==> config.mk <==
export PLATFORM = sky130hd
export DESIGN_NAME = rdcw_ram
export DESIGN_NICKNAME = d
export VERILOG_FILES = /design/src/sv/assert_macros.svh /design/src/sv/rdcw_ram.sv
export SDC_FILE = /design/constraint.sdc
export NUM_CORES = 1
export LEC_CHECK = 0
export ABC_CLOCK_PERIOD_IN_PS = 3100
export BUFFER_PORTS_ARGS = -buffer_cell sky130_fd_sc_hd__buf_4
export CAP_MARGIN = 10
export CORE_UTILIZATION = 59
export DETAILED_ROUTE_END_ITERATION = 7
export PLACE_DENSITY = 0.84
export SLEW_MARGIN = 20
export SYNTH_ARGS = -nofsm -noshare
export SYNTH_HDL_FRONTEND = slang
export SYNTH_SLANG_ARGS = --single-unit
==> constraint.sdc <==
create_clock -name clk -period 3.1 [get_ports clk]
set_input_delay 0 -clock clk [delete_from_list [all_inputs] [get_ports clk]]
set_output_delay 0 -clock clk [all_outputs]
set_load 0.01 [all_outputs]
==> src/sv/assert_macros.svh <==
// Assertion macros for the RTL of the range distinct-count block.
`ifndef ASSERT_MACROS_SVH
`define ASSERT_MACROS_SVH

// Property must hold at every rising edge outside reset.
`define RDCW_ASSERT(lbl, clk, rst_n, prop) \
    lbl: assert property (@(posedge clk) disable iff (!rst_n) (prop)) \
        else $error("property violated");

// Expression must never be true at a rising edge outside reset.
`define RDCW_ASSERT_NEVER(lbl, clk, rst_n, expr) \
    lbl: assert property (@(posedge clk) disable iff (!rst_n) !(expr)) \
        else $error("forbidden condition seen");

`endif

==> src/sv/rdcw_ram.sv <==
// Generic single write port, single read port RAM with registered read data.
module rdcw_ram
#(
    parameter int WIDTH = 8,
    parameter int DEPTH = 16
)
(
    input  logic                     clk,
    input  logic                     we,
    input  logic [$clog2(DEPTH)-1:0] waddr,
    input  logic [WIDTH-1:0]         wdata,
    input  logic                     re,
    input  logic [$clog2(DEPTH)-1:0] raddr,
    output logic [WIDTH-1:0]         rdata
);

    logic [WIDTH-1:0] mem [DEPTH];

    always_ff @(posedge clk)
    begin
        if (we)
        begin
            mem[waddr] <= wdata;
        end
    end

    always_ff @(posedge clk)
    begin
        if (re)
        begin
            rdata <= mem[raddr];
        end
    end

endmodule

; Word level (Yosys, flattened, before mapping)
; Memories as Yosys holds them, arrays and structs flattened. A register that Yosys moved wholly into a read port is not among the register bits.
; Cells that the tools add are included.
[word_totals]
reg_bits = 0
latch_bits = 0
ramBits = 128
mem_bits_ro = 0
out_inout_bits = 8
elab_cells = 3
n_memories = 1
[op_classes]
addsub = 0
n_mul = 0
n_div = 0
n_lt_le_gt_ge = 0
eq_ne = 0
n_shift = 0
n_mux = 2
bitwise = 0
reduce_logical = 0
[mem_list]
columns = name, words, width, rd, rd_clocked_by_memory_dff, wr, line
row1 = mem, 16, 8, 1, 1, 1, rdcw_ram.sv:17  ; logic [WIDTH-1:0] mem [DEPTH];
[ops]
columns = operator, count
row1 = $mux W1, 2

; Logic depth before layout (Yosys ltp)
[logic_depth]
depth_word = 2
mapped_depth = 5
mapped_depth_nobuf = 3

; Least setup slack after synthesis
; Ideal clock, no wire load.
[synth_path]
path_type = input-to-reg
start = input port waddr[2]
end = memory mem[0][0] (enable)
setup_time_ns = 0.383
arrival_ns = 1.110
path_slack_ns = 1.607
path_stages = 2
path_buffers = 0
path_cell_list = or3b_2 -> nor3_1
[synth_rtl]
columns = item, line
row1 = "start, declared", rdcw_ram.sv:10  ; input logic [$clog2(DEPTH)-1:0] waddr,
row2 = "end, declared", rdcw_ram.sv:17
; No word-level cell before the write port.

; Worst setup path after layout
[layout_path]
start = input port waddr[0]
end = memory mem[10][5] (enable)
; No word-level cell before the write port.

==> impl_results.md <==
- Port bufs: 26
- RSZ-0062 raised after global routing: false
- Worst path slowest cell: nor2_1
- Post-Synthesis Net Count: 248
- GRT Util Overall: 0.265
- Part of the power in registers: 0.483
- Antenna Nets Post-Route: 0
- Synth area leaders: edfxtp_1 (78%), mux4_2 (7.8%), mux4_1 (7.0%)
- DRT iter0 DRCs: 316
- Post-DP Area: 5500 um2
- Rows: 33
- Post-Route WL: 10.9 mm
- H-Tree Depth: 4
- Full die area: 9240 um2
- Register area share after synthesis: 0.781
- Final setup fails: 0
- Crit-path cells: dlygate4sd3_1 -> buf_4 -> nand2b_1 -> nor2_1
- Outcome: complete, no violations
- Clock skew: 7.97 ps
- Critical path peak fanout: 8
- Min Clock Period, post-route: 1550 ps
- Max Slew Vio Count: 0
- Net Sw Power: 0.860 mW
- Critical Path Sink Type: flip-flop
- Synthesis Warnings: 0
- Sw Ratio: 0.199
- Largest net degree at the start of global routing: 33
- Min-Delay Path Class: input port to flip-flop
- Register area: 4080 um2
- Post-CTS Resized: 0
- Fin nets: 298
- Mapped Area: 5230 um2
- Mapped Cells: 229
- Yosys cell types: 18
- Crit path required time: 3230 ps
- Leading cell type in the layout, fill and taps excluded: edfxtp_1
- Clock power frac: 0.469
- Sum Neg Setup Slack: 0 ps
- Drt wl/cell: 27.5 um
- Commonest cells after routing, fill and taps aside: edfxtp_1 (136), buf_4 (29), mux4_2 (18)
- DR vias: 2651
- Core ar.: 8380 um2
- CTS root buf: clkbuf_8
- CTS Sinks: 136
- CP peak stage delay: 770 ps
- Arr. time, crit path: 1680 ps
- Int Power: 3.46 mW
- Final GP Congestion: 0.801
- I/O pin count: 27
- Total grt overflow: 0
- Syn Area/Cell: 22.8 um2
- Max-Cap Viols: 0
- CTS tree: built
- First-pass GRT wire length: 15.9 mm
- # diodes: 0
- Final worst setup slack: 1550 ps
- Worst-Margin Slew: 973 ps
- Final Cell Area: 6210 um2
- Initial Util: 0.624
- Slew headroom: 0.349
- Synth area leader: edfxtp_1
- Fillers: 421
- Die Width: 96.1 um
- Vias in the first global route: 2576
- Kind of critical path: input port to flip-flop
- Floorplan die height: 96.1 um
- CTS clk-pin slew, worst paths: 60 ps
- Worst setup SP type: input port
- Hold Vio Cnt, Final: 0
- Area occupied by multi-input gates: 1060 um2
- Pre-antenna DRT Iters: 5
- VDD IR max: 0.000615 V
- # DRC: 0
- Initial antenna violation count: 0
- DR vias/cell: 6.71
- Synth top area share: 0.781
- CP top delay family: simple AND/OR/NAND/NOR gates
- Clk_lat worst skew: 510 ps
- Tcrit/Tclk final: 0.500
- Logic pwr share: 0.048
- Seq cells post-synth: 136
- CTS Buf Count: 17
- Pre-CTS WS: 1330 ps
- Fmax: 0.645 GHz
- Layout cell share with drive strength beyond 1: 0.269
- Hpwl dp: 5.98 mm
- Power Density: 695 nW/um2
- CP Buf/Inv Count: 2
- Max clock buf depth: 2
- Layout overhead on the synthesized area: 18.8%
- Leakage: 2.09 nW
synthesized netlist by cell type, drive strengths merged:
library cell   count
nor2              13
nand2              9
and2               1
and2b              1
a22oi             16
nand3              1
nand3b             2
buf                7
nand2b             2
mux4              32
or3b               1
clkdlybuf4s25      3
nor3               4
nor2b              1
edfxtp           136
worst register-to-register path: stages, from the launching register on:
cell	delay, ps
edfxtp_1	400
mux4_1	540
a22oi_1	250
nand2_1	80
power groups by stage:
stage	clock network [mW]	logic, mW	registers, mW
2_1_floorplan	0	0.105	2.12
3_3_place_gp	0	0.182	2.12
3_5_place_dp	0	0.189	2.12
4_1_cts	2.03	0.204	2.09
5_1_grt	2.11	0.220	2.09
6_report	2.02	0.205	2.09
flip-flops by register name, indices dropped and copies added (netlist names):
| name | count |
|---|---|
| mem | 128 |
| rdata | 8 |
stage by stage:
stage | utilization | std cells | total power [mW] | hold WS (ps)
floorplan | - | 229 | 2.23 | 98.9
global placement | 0.656 | 353 | 2.30 | 296
detailed placement | 0.656 | 353 | 2.31 | 309
CTS | 0.741 | 395 | 4.32 | 132
global route | 0.741 | 395 | 4.42 | 154
finish | 0.741 | 395 | 4.32 | 153
final timing paths:
kind | cells after the start | slack, ps | startpoint | end
setup reg to reg | 3 | 1570 | mem[2][1] | rdata[1]
setup / recovery | 4 | 1550 | waddr[0] | mem[10][5]
hold / removal | 4 | 150 | waddr[3] | mem[0][7]
hold reg to reg | 3 | 760 | mem[8][2] | rdata[2]
area by class of cell:
class / count / area share
Tap cell: 105 / 0.0212
Clock buffer: 17 / 0.0667
Multi-Input combinational cell: 83 / 0.171
Sequential cell: 136 / 0.658
Timing Repair Buffer: 41 / 0.0544
Clock inverter: 13 / 0.0290
timing repair:
action | in CTS | in global routing
endpoints found under the setup margin | 0 | 0
hold endpoints to repair | 148 | 0
hold buffers | 12 | 0
setup buffers | 0 | 0
per-layer routing:
metal | share of wire | vias to the layer above | GRT usage
met1 | 0.39 | 1369 | 0.372
met5 | 0 | - | 0
met2 | 0.50 | 179 | 0.404
li1 | - | 1080 | -
met4 | 0.025 | 0 | 0.117
met3 | 0.079 | 23 | 0.0608
cells by family (layout without fill, tap and decap cells):
family,after synthesis,after routing,share of synthesized area
compound gates,16,16,0.0230
mux,32,32,0.148
flops,136,136,0.781
simple gates,35,35,0.0314
buf+inv,10,71,0.0165
Power figures use the tool's default switching activity.
